===== config.mk =====
export PLATFORM = sky130hd
export DESIGN_NAME = frame_signature_capture_unit
export DESIGN_NICKNAME = d
export VERILOG_FILES = /design/src/rtl/core/fsc_pkg.sv /design/src/rtl/core/fsc_cfg.sv /design/src/rtl/core/fsc_front.sv /design/src/rtl/core/fsc_back.sv /design/src/rtl/core/frame_signature_capture_unit.sv
export VERILOG_INCLUDE_DIRS = /design/src /design/src/rtl/core
export SDC_FILE = /design/constraint.sdc
export NUM_CORES = 2
export LEC_CHECK = 0
export BUFFER_PORTS_ARGS = -buffer_cell sky130_fd_sc_hd__buf_2
export CAP_MARGIN = 10
export CORE_MARGIN = 4
export CORE_UTILIZATION = 35
export CTS_CLUSTER_SIZE = 16
export DETAILED_ROUTE_END_ITERATION = 12
export PLACE_DENSITY_LB_ADDON = 0.3
export SLEW_MARGIN = 20
export SYNTH_ARGS = -nofsm -noshare
export SYNTH_HDL_FRONTEND = slang
export SYNTH_SLANG_ARGS = --single-unit

===== constraint.sdc =====
create_clock -name clk -period 26.3 [get_ports clk]
set_clock_uncertainty 0.15 [all_clocks]
set_input_delay 3.945 -clock clk [delete_from_list [all_inputs] [get_ports clk]]
set_output_delay 3.945 -clock clk [all_outputs]
set_load 0.02 [all_outputs]

===== src/rtl/core/assert_macros.svh =====
// Assertion macros used by the top-level RTL file of the frame signature block.
`ifndef ASSERT_MACROS_SVH
`define ASSERT_MACROS_SVH

// Same-cycle implication, checked outside reset.
`define FSC_ASSERT_NOW(label, clk, rst_n, ante, cons) \
  label: assert property (@(posedge clk) disable iff (!rst_n) (ante) |-> (cons)) \
    else $error("same-cycle check failed");

// Next-cycle implication, checked outside reset.
`define FSC_ASSERT_NEXT(label, clk, rst_n, ante, cons) \
  label: assert property (@(posedge clk) disable iff (!rst_n) (ante) |=> (cons)) \
    else $error("next-cycle check failed");

`endif


===== src/rtl/core/fsc_pkg.sv =====
// Types, constants and the CRC byte function of the frame signature block.
package fsc_pkg;

  localparam int PIXEL_COUNT_BITS  = 24;
  // Sample count must stay a power of two: positions are built with shifts.
  localparam int SAMPLE_WORD_COUNT = 4;
  localparam int SAMPLE_COUNT      = 4 * SAMPLE_WORD_COUNT;
  localparam int SAMPLE_SHIFT      = $clog2(SAMPLE_COUNT);
  localparam int POS_PROD_W        = PIXEL_COUNT_BITS + SAMPLE_SHIFT;
  localparam int OUT_WORDS         = 4;

  localparam int DIM_W      = 12;
  localparam int PIXEL_W    = 8;
  localparam int COLOR_COUNT = 1 << PIXEL_W;
  localparam int DISTINCT_W = PIXEL_W + 1;
  localparam int CRC_W      = 32;
  localparam int PROD_W     = 2 * DIM_W;
  localparam int TOTAL_EXT_W = (PIXEL_COUNT_BITS > PROD_W) ? PIXEL_COUNT_BITS : PROD_W;

  localparam logic [PIXEL_COUNT_BITS-1:0] COUNT_MAX = {PIXEL_COUNT_BITS{1'b1}};

  localparam logic [CRC_W-1:0] CRC_INIT = 32'hFFFF_FFFF;
  localparam logic [CRC_W-1:0] CRC_POLY = 32'hEDB8_8320;

  localparam logic [DIM_W-1:0] RESET_WIDTH  = 12'd320;
  localparam logic [DIM_W-1:0] RESET_HEIGHT = 12'd200;

  // Configuration register indexes.
  localparam int CFG_IDX_W = 1;
  localparam logic [CFG_IDX_W-1:0] REG_FRAME_WIDTH  = 1'b0;
  localparam logic [CFG_IDX_W-1:0] REG_FRAME_HEIGHT = 1'b1;

  // Cycles the position tables need after a register write.
  localparam int SETTLE_W = 2;
  localparam logic [SETTLE_W-1:0] SETTLE_CYCLES = 2'd2;

  // Queue between front and back; depth is a power of two.
  localparam int QUEUE_DEPTH = 2;
  localparam int QPTR_W      = $clog2(QUEUE_DEPTH);
  localparam int QCNT_W      = $clog2(QUEUE_DEPTH + 1);

  // Operation codes carried in the queue.
  localparam logic OP_PIXEL = 1'b0;
  localparam logic OP_REARM = 1'b1;

  typedef struct packed {
    logic               command;
    logic [PIXEL_W-1:0] pixel;
  } in_item_t;

  typedef struct packed {
    logic [CRC_W-1:0]      frame_crc;
    logic [DISTINCT_W-1:0] distinct_colors;
    logic [31:0]           sample_word_0;
    logic [31:0]           sample_word_1;
    logic [31:0]           sample_word_2;
    logic [31:0]           sample_word_3;
    logic                  uniform_frame;
  } out_item_t;

  typedef struct packed {
    logic               kind;
    logic [PIXEL_W-1:0] pixel;
  } op_t;

  typedef struct packed {
    logic [PIXEL_COUNT_BITS-1:0]                   total;
    logic [SAMPLE_COUNT-1:0][PIXEL_COUNT_BITS-1:0] pos;
  } frame_cfg_t;

  typedef struct packed {
    logic                  capture_done;
    logic [DISTINCT_W-1:0] distinct_count;
    logic                  result_load;
    logic                  rearm_seen;
  } back_status_t;

  // Reflected CRC-32 update over one byte, bit by bit.
  function automatic logic [CRC_W-1:0] crc32_byte(input logic [CRC_W-1:0] crc,
                                                 input logic [PIXEL_W-1:0] b);
    logic [CRC_W-1:0] c;
    c = crc ^ {{(CRC_W-PIXEL_W){1'b0}}, b};
    for (int k = 0; k < PIXEL_W; k++) begin
      c = (c >> 1) ^ (CRC_POLY & {CRC_W{c[0]}});
    end
    return c;
  endfunction

endpackage


===== src/rtl/core/fsc_cfg.sv =====
// Frame size registers, pixel total and sample position table.
module fsc_cfg (
  input  logic                            clk,
  input  logic                            rst_n,
  input  logic                            cfg_wr_en,
  input  logic [fsc_pkg::CFG_IDX_W-1:0]   cfg_index,
  input  logic [fsc_pkg::DIM_W-1:0]       cfg_wr_data,
  output fsc_pkg::frame_cfg_t             frame_cfg,
  output logic                            cfg_busy
);

  localparam int PCB = fsc_pkg::PIXEL_COUNT_BITS;
  localparam int PW  = fsc_pkg::POS_PROD_W;
  localparam int SS  = fsc_pkg::SAMPLE_SHIFT;

  logic [fsc_pkg::DIM_W-1:0]       width_r;
  logic [fsc_pkg::DIM_W-1:0]       height_r;
  logic [fsc_pkg::SETTLE_W-1:0]    settle_r;
  logic [PCB-1:0]                  total_r;
  logic [fsc_pkg::TOTAL_EXT_W-1:0] prod_ext;
  logic [PCB-1:0]                  total_nxt;
  logic [fsc_pkg::SAMPLE_COUNT-1:0][PCB-1:0] pos_r;
  logic [fsc_pkg::SAMPLE_COUNT-1:0][PCB-1:0] pos_nxt;

  always_ff @(posedge clk) begin
    if (!rst_n) begin
      width_r  <= fsc_pkg::RESET_WIDTH;
      height_r <= fsc_pkg::RESET_HEIGHT;
      settle_r <= fsc_pkg::SETTLE_CYCLES;
    end else begin
      if (cfg_wr_en) begin
        case (cfg_index)
          fsc_pkg::REG_FRAME_WIDTH:  width_r  <= cfg_wr_data;
          fsc_pkg::REG_FRAME_HEIGHT: height_r <= cfg_wr_data;
          default: ;
        endcase
      end
      if (cfg_wr_en) begin
        settle_r <= fsc_pkg::SETTLE_CYCLES;
      end else if (settle_r != '0) begin
        settle_r <= settle_r - 1'b1;
      end
    end
  end

  // Saturate the product to the counter range.
  always_comb begin
    prod_ext = fsc_pkg::TOTAL_EXT_W'(width_r) * fsc_pkg::TOTAL_EXT_W'(height_r);
    if (prod_ext > fsc_pkg::TOTAL_EXT_W'(fsc_pkg::COUNT_MAX)) begin
      total_nxt = fsc_pkg::COUNT_MAX;
    end else begin
      total_nxt = prod_ext[PCB-1:0];
    end
  end

  // Position j = j*T/S + T/(2S), clamped to T-1.
  for (genvar j = 0; j < fsc_pkg::SAMPLE_COUNT; j++) begin : g_pos
    logic [PW-1:0]  scaled;
    logic [PCB:0]   sum;
    assign scaled = {{SS{1'b0}}, total_r} * PW'(j);
    assign sum    = {1'b0, scaled[PW-1:SS]} + {1'b0, (total_r >> (SS + 1))};
    assign pos_nxt[j] = (sum >= {1'b0, total_r}) ? (total_r - 1'b1) : sum[PCB-1:0];
  end

  always_ff @(posedge clk) begin
    total_r <= total_nxt;
    pos_r   <= pos_nxt;
  end

  assign frame_cfg.total = total_r;
  assign frame_cfg.pos   = pos_r;
  assign cfg_busy        = (settle_r != '0);

endmodule


===== src/rtl/core/fsc_front.sv =====
// Input side: accepts requests, classifies them and queues them for the back end.
module fsc_front (
  input  logic                clk,
  input  logic                rst_n,
  input  logic                in_valid,
  output logic                in_stall,
  input  fsc_pkg::in_item_t   in_data,
  input  logic                cfg_busy,
  input  logic                q_pop,
  output logic                q_valid,
  output fsc_pkg::op_t        q_item
);

  fsc_pkg::op_t                   entries_r [fsc_pkg::QUEUE_DEPTH];
  logic [fsc_pkg::QPTR_W-1:0]     wr_ptr_r;
  logic [fsc_pkg::QPTR_W-1:0]     rd_ptr_r;
  logic [fsc_pkg::QCNT_W-1:0]     count_r;
  logic [fsc_pkg::QCNT_W-1:0]     count_nxt;
  logic                           push;
  fsc_pkg::op_t                   op_in;

  assign in_stall = cfg_busy || (count_r == fsc_pkg::QCNT_W'(fsc_pkg::QUEUE_DEPTH));
  assign push     = in_valid && !in_stall;

  // Classify: a rearm carries no pixel.
  always_comb begin
    op_in.kind  = in_data.command ? fsc_pkg::OP_REARM : fsc_pkg::OP_PIXEL;
    op_in.pixel = in_data.command ? '0 : in_data.pixel;
  end

  always_comb begin
    count_nxt = count_r;
    if (push && !q_pop) begin
      count_nxt = count_r + 1'b1;
    end else if (!push && q_pop) begin
      count_nxt = count_r - 1'b1;
    end
  end

  always_ff @(posedge clk) begin
    if (!rst_n) begin
      wr_ptr_r <= '0;
      rd_ptr_r <= '0;
      count_r  <= '0;
    end else begin
      if (push) begin
        wr_ptr_r <= wr_ptr_r + 1'b1;
      end
      if (q_pop) begin
        rd_ptr_r <= rd_ptr_r + 1'b1;
      end
      count_r <= count_nxt;
    end
  end

  always_ff @(posedge clk) begin
    if (push) begin
      entries_r[wr_ptr_r] <= op_in;
    end
  end

  assign q_valid = (count_r != '0);
  assign q_item  = entries_r[rd_ptr_r];

endmodule


===== src/rtl/core/fsc_back.sv =====
// Back end: CRC, color map, counter, samples and the result register.
module fsc_back (
  input  logic                    clk,
  input  logic                    rst_n,
  input  logic                    q_valid,
  input  fsc_pkg::op_t            q_item,
  output logic                    q_pop,
  input  fsc_pkg::frame_cfg_t     frame_cfg,
  output logic                    out_valid,
  input  logic                    out_stall,
  output fsc_pkg::out_item_t      out_data,
  output fsc_pkg::back_status_t   status
);

  localparam int PCB = fsc_pkg::PIXEL_COUNT_BITS;
  localparam int SC  = fsc_pkg::SAMPLE_COUNT;

  logic [fsc_pkg::CRC_W-1:0]         crc_r;
  logic [fsc_pkg::COLOR_COUNT-1:0]   seen_r;
  logic [fsc_pkg::DISTINCT_W-1:0]    distinct_r;
  logic [PCB-1:0]                    cnt_r;
  logic [SC-1:0][fsc_pkg::PIXEL_W-1:0] samp_r;
  logic                              done_r;
  logic                              out_valid_r;
  fsc_pkg::out_item_t                out_data_r;

  logic [fsc_pkg::CRC_W-1:0]         crc_nxt;
  logic [fsc_pkg::DISTINCT_W-1:0]    distinct_nxt;
  logic [PCB-1:0]                    cnt_nxt;
  logic [SC-1:0][fsc_pkg::PIXEL_W-1:0] samp_nxt;
  logic [fsc_pkg::OUT_WORDS-1:0][31:0] words;
  fsc_pkg::out_item_t                result;
  logic [fsc_pkg::PIXEL_W-1:0]       pix;
  logic                              rearm;
  logic                              active;
  logic                              frame_end;
  logic                              load;

  assign pix    = q_item.pixel;
  assign q_pop  = q_valid && !(out_valid_r && out_stall);
  assign rearm  = q_pop && (q_item.kind == fsc_pkg::OP_REARM);
  assign active = q_pop && (q_item.kind == fsc_pkg::OP_PIXEL) && !done_r &&
                  (frame_cfg.total != '0);

  assign crc_nxt      = fsc_pkg::crc32_byte(crc_r, pix);
  assign distinct_nxt = distinct_r + fsc_pkg::DISTINCT_W'(!seen_r[pix]);
  assign cnt_nxt      = (cnt_r == fsc_pkg::COUNT_MAX) ? cnt_r : cnt_r + 1'b1;
  assign frame_end    = (cnt_nxt >= frame_cfg.total);
  assign load         = active && frame_end;

  for (genvar j = 0; j < SC; j++) begin : g_samp
    assign samp_nxt[j] = (frame_cfg.pos[j] == cnt_r) ? pix : samp_r[j];
  end

  for (genvar w = 0; w < fsc_pkg::OUT_WORDS; w++) begin : g_word
    if (w < fsc_pkg::SAMPLE_WORD_COUNT) begin : g_used
      assign words[w] = {samp_nxt[4*w+3], samp_nxt[4*w+2], samp_nxt[4*w+1], samp_nxt[4*w]};
    end else begin : g_zero
      assign words[w] = '0;
    end
  end

  always_comb begin
    result.frame_crc       = ~crc_nxt;
    result.distinct_colors = distinct_nxt;
    result.sample_word_0   = words[0];
    result.sample_word_1   = words[1];
    result.sample_word_2   = words[2];
    result.sample_word_3   = words[3];
    result.uniform_frame   = (distinct_nxt <= fsc_pkg::DISTINCT_W'(1));
  end

  always_ff @(posedge clk) begin
    if (!rst_n || rearm) begin
      crc_r      <= fsc_pkg::CRC_INIT;
      seen_r     <= '0;
      distinct_r <= '0;
      cnt_r      <= '0;
      samp_r     <= '0;
      done_r     <= 1'b0;
    end else if (active) begin
      crc_r       <= crc_nxt;
      seen_r[pix] <= 1'b1;
      distinct_r  <= distinct_nxt;
      cnt_r       <= cnt_nxt;
      samp_r      <= samp_nxt;
      done_r      <= frame_end;
    end
  end

  always_ff @(posedge clk) begin
    if (!rst_n) begin
      out_valid_r <= 1'b0;
    end else if (load) begin
      out_valid_r <= 1'b1;
    end else if (!out_stall) begin
      out_valid_r <= 1'b0;
    end
  end

  always_ff @(posedge clk) begin
    if (load) begin
      out_data_r <= result;
    end
  end

  assign out_valid = out_valid_r;
  assign out_data  = out_data_r;

  assign status.capture_done   = done_r;
  assign status.distinct_count = distinct_r;
  assign status.result_load    = load;
  assign status.rearm_seen     = rearm;

endmodule


===== src/rtl/core/frame_signature_capture_unit.sv =====
// Frame signature capture: CRC-32, distinct colors and spread samples of one frame.
// Throughput: one request per cycle while in_stall is low; the frame's last pixel is
//   written into the queue and then into the result register before out_valid rises.
// After a register write the input stalls while the position table settles.
// Reset (synchronous, rst_n low): 320x200 frame, capture state cleared, queue empty,
//   input stalled after release until the position table settles.
`include "assert_macros.svh"

module frame_signature_capture_unit (
  input  logic                          clk,
  input  logic                          rst_n,
  // input channel
  input  logic                          in_valid,
  output logic                          in_stall,
  input  fsc_pkg::in_item_t             in_data,
  // result channel
  output logic                          out_valid,
  input  logic                          out_stall,
  output fsc_pkg::out_item_t            out_data,
  // configuration write port
  input  logic                          cfg_wr_en,
  input  logic [fsc_pkg::CFG_IDX_W-1:0] cfg_index,
  input  logic [fsc_pkg::DIM_W-1:0]     cfg_wr_data
);

  fsc_pkg::frame_cfg_t    frame_cfg;
  fsc_pkg::op_t           q_item;
  fsc_pkg::back_status_t  status;
  logic                   cfg_busy;
  logic                   q_valid;
  logic                   q_pop;

  // Hold frame size, pixel total and sample positions; flag busy while they settle.
  fsc_cfg u_cfg (
    .clk        (clk),
    .rst_n      (rst_n),
    .cfg_wr_en  (cfg_wr_en),
    .cfg_index  (cfg_index),
    .cfg_wr_data(cfg_wr_data),
    .frame_cfg  (frame_cfg),
    .cfg_busy   (cfg_busy)
  );

  // Accept requests, tag pixel versus rearm, queue them.
  fsc_front u_front (
    .clk      (clk),
    .rst_n    (rst_n),
    .in_valid (in_valid),
    .in_stall (in_stall),
    .in_data  (in_data),
    .cfg_busy (cfg_busy),
    .q_pop    (q_pop),
    .q_valid  (q_valid),
    .q_item   (q_item)
  );

  // Drain the queue one request per cycle unless the result register is blocked.
  fsc_back u_back (
    .clk       (clk),
    .rst_n     (rst_n),
    .q_valid   (q_valid),
    .q_item    (q_item),
    .q_pop     (q_pop),
    .frame_cfg (frame_cfg),
    .out_valid (out_valid),
    .out_stall (out_stall),
    .out_data  (out_data),
    .status    (status)
  );

  // A register write must block input while positions are recomputed.
  `FSC_ASSERT_NEXT(a_cfg_blocks_input, clk, rst_n, cfg_wr_en, in_stall)
  // A loaded result closes the capture until rearm.
  `FSC_ASSERT_NEXT(a_load_sets_done, clk, rst_n, status.result_load, status.capture_done)
  // Rearm leaves a clean capture.
  `FSC_ASSERT_NEXT(a_rearm_clears, clk, rst_n, status.rearm_seen,
                   (status.distinct_count == '0) && !status.capture_done)
  // Uniform flag agrees with the distinct count of the result.
  `FSC_ASSERT_NOW(a_uniform_match, clk, rst_n, out_valid,
                  out_data.uniform_frame == (out_data.distinct_colors <= 9'd1))

endmodule

Yosys cells after proc, flatten, opt, wreduce, memory -nomap -nowiden
Memory sizes are Yosys's and may differ from the RTL's. A register that Yosys moved wholly into a read port is not among the register bits.
Cells that the tools add are included.
{"block": "totals", "reg_bits": 1059, "inputBits": 27, "output_inout_bits": 172, "ram_bits": 18, "n_memories": 1}
{"block": "op_classes", "eq_ne": 19, "n_lt_le_gt_ge": 21, "addsub": 23, "mux": 47, "mul": 12, "n_bitwise": 14, "reduce_logical": 27}
{"memory": "u_front.entries_r", "depth": 2, "width": 9, "read_ports": 1, "rd_ports_with_merged_regs": 1, "wr": 1, "line": "fsc_front.sv:14", "text": "fsc_pkg::op_t entries_r [fsc_pkg::QUEUE_DEPTH];"}
{"operator": "$eq 24x24->1", "n": 16}
{"operator": "$mux 24", "n": 16}
{"operator": "$ge 25x24->1", "n": 15}
{"operator": "$or 256x256->256", "n": 1}
{"operator": "$xor 31x32->32", "n": 8}
{"operator": "$add 24x19->25", "n": 7}
{"operator": "$mux 8", "n": 17}
{"operator": "$mul 24x4->28 const B", "n": 4}
{"operator": "$mul 24x3->27 const B", "n": 4}
{"operator": "$add 23x19->24", "n": 4}
{"operator": "$mul 24x2->26 const B", "n": 3}
{"operator": "$add 22x19->23", "n": 2}
{"operator": "$not 32->32", "n": 1}
{"operator": "$xor 32x8->32", "n": 1}
{"operator": "$add 24x1->24 const B", "n": 1}
{"operator": "$eq 24x24->1 const B", "n": 1}
{"operator": "$ge 19x24->1", "n": 1}
{"operator": "$ge 24x24->1", "n": 1}
{"operator": "$gt 24x24->1 const B", "n": 1}
{"operator": "$mul 12x12->24", "n": 1}
{"operator": "$reduce_bool 24->1", "n": 1}
{"operator": "$sub 24x1->24 const B", "n": 1}
{"operator": "$add 21x19->22", "n": 1}
{"operator": "$add 20x19->21", "n": 1}
{"operator": "21 further kinds", "n": 54}

Logic depth before layout (Yosys ltp)
{"block": "depth", "word_depth": 10, "depth_mapped": 37}

Modules after synthesis
A second synthesis with hierarchy kept.
{"block": "hier_totals", "hier_cells": 8521, "area_unflattened_um2": 81480.6}
{"module": "fsc_cfg", "area_each_um2": 50131.8, "cells_each": 5603, "n_inst": 1}
{"module": "fsc_back", "area_each_um2": 30416.7, "cells_each": 2855, "n_inst": 1}
{"module": "fsc_front", "area_each_um2": 932.1, "cells_each": 63, "n_inst": 1}

Worst setup path before layout
No wires, ideal clock.
{"block": "synth_timing", "kind": "input port to flip-flop", "from": "input out_stall", "to": "register u_back.out_data_r, in the netlist u_back.out_data[0] (enable)", "stages": 5, "arrival_time_ns": 13.598, "path_slack_ns": 11.789, "setup_ns": 0.763, "t_required_ns": 25.387, "path_cell_list": "and2_1 o21bai_1 a2111o_1 or4_1 o22ai_1"}
{"element": "from (decl)", "line": "frame_signature_capture_unit.sv:18", "text": "input logic out_stall,"}
{"element": "to (signal assigned)", "line": "fsc_back.sv:103", "text": "out_data_r <= result;"}
{"element": "to (decl)", "line": "fsc_back.sv:25", "text": "fsc_pkg::out_item_t out_data_r;"}

==> out/metrics.yaml <==
path_delay_family: "compound AO/OA/AOI/OAI gates"
start_util: 0.352
syn-num-nets: 10200
worst-r2r-setup-slack_ns: 17.29
gp_congestion: 0.950
syn_to_final_growth_pct: 12.3
ys_seq_area_frac: 0.292
finalWirelength_mm: 300
antenna_found_initial: 23
ctsHtreeMaxLevel: 4
clock-sinks: 1078
nets: 10300
path_buf_inv: 6
drtAntennaViolNets: 0
drt_iter0_markers: 6853
die_w_um: 487
rr_worst_depth: 32
io_buffers: 198
ctsHoldBuffers: 0
rsz0062_at_grt: "false"
dp_hpwl_mm: 209
cpMaxStageDelayCell: "ha_1"
worstHoldEndpoint: "u_back.samp_r[30]"
die_h_um: 487
worst-path-max-fanout: 29
worst_setup_path_start_kind: "register"
drive_gt1_frac: 0.120
synth-edff-count: 188
relSlewSlack: 0.116
r2r-end: "u_cfg.frame_cfg[317]"
grt_max_degree: 208
grt_usage: 0.244
fin_ws_ns: 17.29
drv_cap: 0
cts_made_buffers: 130
fin_crit_ns: 9.01
grt_pass1_wl_mm: 436
mostFrequentLayoutCell: "ha_1"
cts_resized: 0
finalCritPeriodShare: 0.343
final_cell_mix: "ha_1, nand2_1, dfxtp_1"
wl_per_cell_um: 24.6
async_flop_share: 0
status: "finished, final reports clean"
arrival_ns: 9.54
yosys_warnings: 0
tightestPinTransition_ns: 1.33
holdCritPathClass: "reg -> reg"
end_kind: "register"
cts-root-buf: "clkbuf_16"
clockBufferDepth: 3
via_per_inst: 5.62
firstDrtPassIters: 6
final-setup-viol-count: 0
hold_violations: 0
worst_ep_required_time_ns: 26.83
clk-insertion-delay-late_ns: 0.81
crit-reg2reg-launch: "u_cfg.total_r[7]"
cts_tree: "built"
dp_slack_ns: 17.46
nFillCells: 22500
drc_errors: 0
core_sq_mm: 0.228
syn-instance-count: 8966
max_freq_ghz: 0.111
min_path_cells: 2
avgSynthCellArea_sq_um: 8.96
synth_seq_cells: 1078
rows: 175
hold_start: "u_back.samp_r[30]"
io_pins: 199
synthFlopType: "dfxtp_1"
setup_tns_ns: 0
post-cts-setup-buffer-count: 0
synth.distinct_cells: 98
crit_type: "reg -> reg"
grt_pass1_vias: 65500
num_vias: 68600
overflow: 0
slew_viol_final: 0
clkSlewWorstSetupHoldPaths_ns: 0.06
critPathMaxStageDelay_ns: 0.57
dieArea_sq_mm: 0.237
syn_area_sq_mm: 0.0803
-- flip-flops by register name, indices dropped and copies added (netlist names), named ones only --
| register | cells |
|---|---|
| u_back.seen_r | 256 |
| u_cfg.width_r | 12 |
| u_back.distinct_r | 9 |
| u_back.out_data | 170 |
| u_front.rd_ptr_r | 1 |
| u_front.count_r | 2 |
| u_cfg.total_r | 24 |
| u_back.done_r | 1 |
| u_back.crc_r | 32 |
| u_back.samp_r | 128 |
| u_back.cnt_r | 24 |
| u_cfg.height_r | 12 |
| u_cfg.frame_cfg | 384 |
| u_front.wr_ptr_r | 1 |
| u_front.entries_r | 18 |
| u_cfg.settle_r | 2 |
| u_back.out_valid | 1 |
-- logic make-up (layout without fill, tap and decap cells) --
family / after synthesis / in the layout / share of synthesized area
AOI/OAI and AO/OA: 1913 / 1913 / 0.148
xor gates and xnor gates: 986 / 986 / 0.108
adders and majority gates: 1187 / 1187 / 0.209
buffers and inverters: 833 / 1071 / 0.0398
DFF: 1078 / 1078 / 0.292
muxes: 421 / 421 / 0.0587
other: 0 / 10 / 0
and+or+nand+nor: 2548 / 2548 / 0.144
-- area by class of cell --
class                           count  area, sq um  area share
Sequential cell                  1078        23500       0.260
Clock inverter                     56          726     0.00804
Clock buffer                      182         3700      0.0410
Timing Repair Buffer              382         2490      0.0276
Tap cell                         3009         3760      0.0417
Multi-Input combinational cell   7055        54300       0.602
Antenna cell                       10         25.0    0.000277
Inverter                          451         1690      0.0188
-- tightest hold or removal path: cells and delay by family, from the launching register on --
family | cells | cell delay, ns
AO/OA/AOI/OAI | 1 | 0.05
flip-flops | 1 | 0.31
AND/OR/NAND/NOR | 1 | 0.05
-- worst max-delay path by stage --
stage                          start              endpoint  slack, ns  depth (start not counted)
detailed placement  u_cfg.total_r[7]  u_cfg.frame_cfg[316]      17.46                         32
CTS                 u_cfg.total_r[7]  u_cfg.frame_cfg[323]      17.42                         32
global placement    u_cfg.total_r[7]  u_cfg.frame_cfg[330]      17.21                         32
global route        u_cfg.total_r[5]  u_cfg.frame_cfg[323]      16.76                         32
floorplan                  out_stall    u_back.out_data[0]      11.79                          5
finish              u_cfg.total_r[7]  u_cfg.frame_cfg[317]      17.29                         32
-- cell usage after synthesis (51+ instances only) --
cell,number,share of area
ha_1,927,0.14
nand2_1,916,0.043
dfxtp_1,890,0.22
a21oi_1,851,0.053
nor2_1,703,0.033
xnor2_1,543,0.059
inv_1,450,0.021
xor2_1,443,0.048
mux2_2,344,0.048
clkbuf_1,317,0.015
fa_1,260,0.065
o21ai_0,241,0.015
nand3_1,220,0.014
a21o_1,193,0.018
edfxtp_1,188,0.070
nand4_1,125,0.0097
o21a_1,110,0.010
nor2b_1,99,0.0077
nor3_1,96,0.0060
and2_1,93,0.0072
nand2b_1,85,0.0066
a31oi_1,79,0.0062
nor4_1,72,0.0056
o211ai_1,64,0.0060
o21bai_1,51,0.0048
-- per-stage QoR --
step / cells / cell area, sq um / hold WS, ns / util
after global routing: 12200 / 90200 / 0.317 / 0.396
final: 12200 / 90200 / 0.302 / 0.396
after detailed placement: 12000 / 85700 / 0.294 / 0.376
after floorplan: 8966 / 80300 / 0.284 / -
after CTS: 12200 / 90100 / 0.302 / 0.395
after global placement: 12000 / 85700 / 0.289 / 0.376
-- routing by layer --
layer	vias to the layer above	track usage	wire length [um]
met5	-	0	179
met4	14	0.0916	11800
met3	588	0.0516	26500
met2	2997	0.377	131000
met1	33500	0.335	131000
li1	31600	-	-
Power is left out: the tool's default activity adds up to more than one toggle a clock period on the data nets, which glitch-free logic cannot reach.
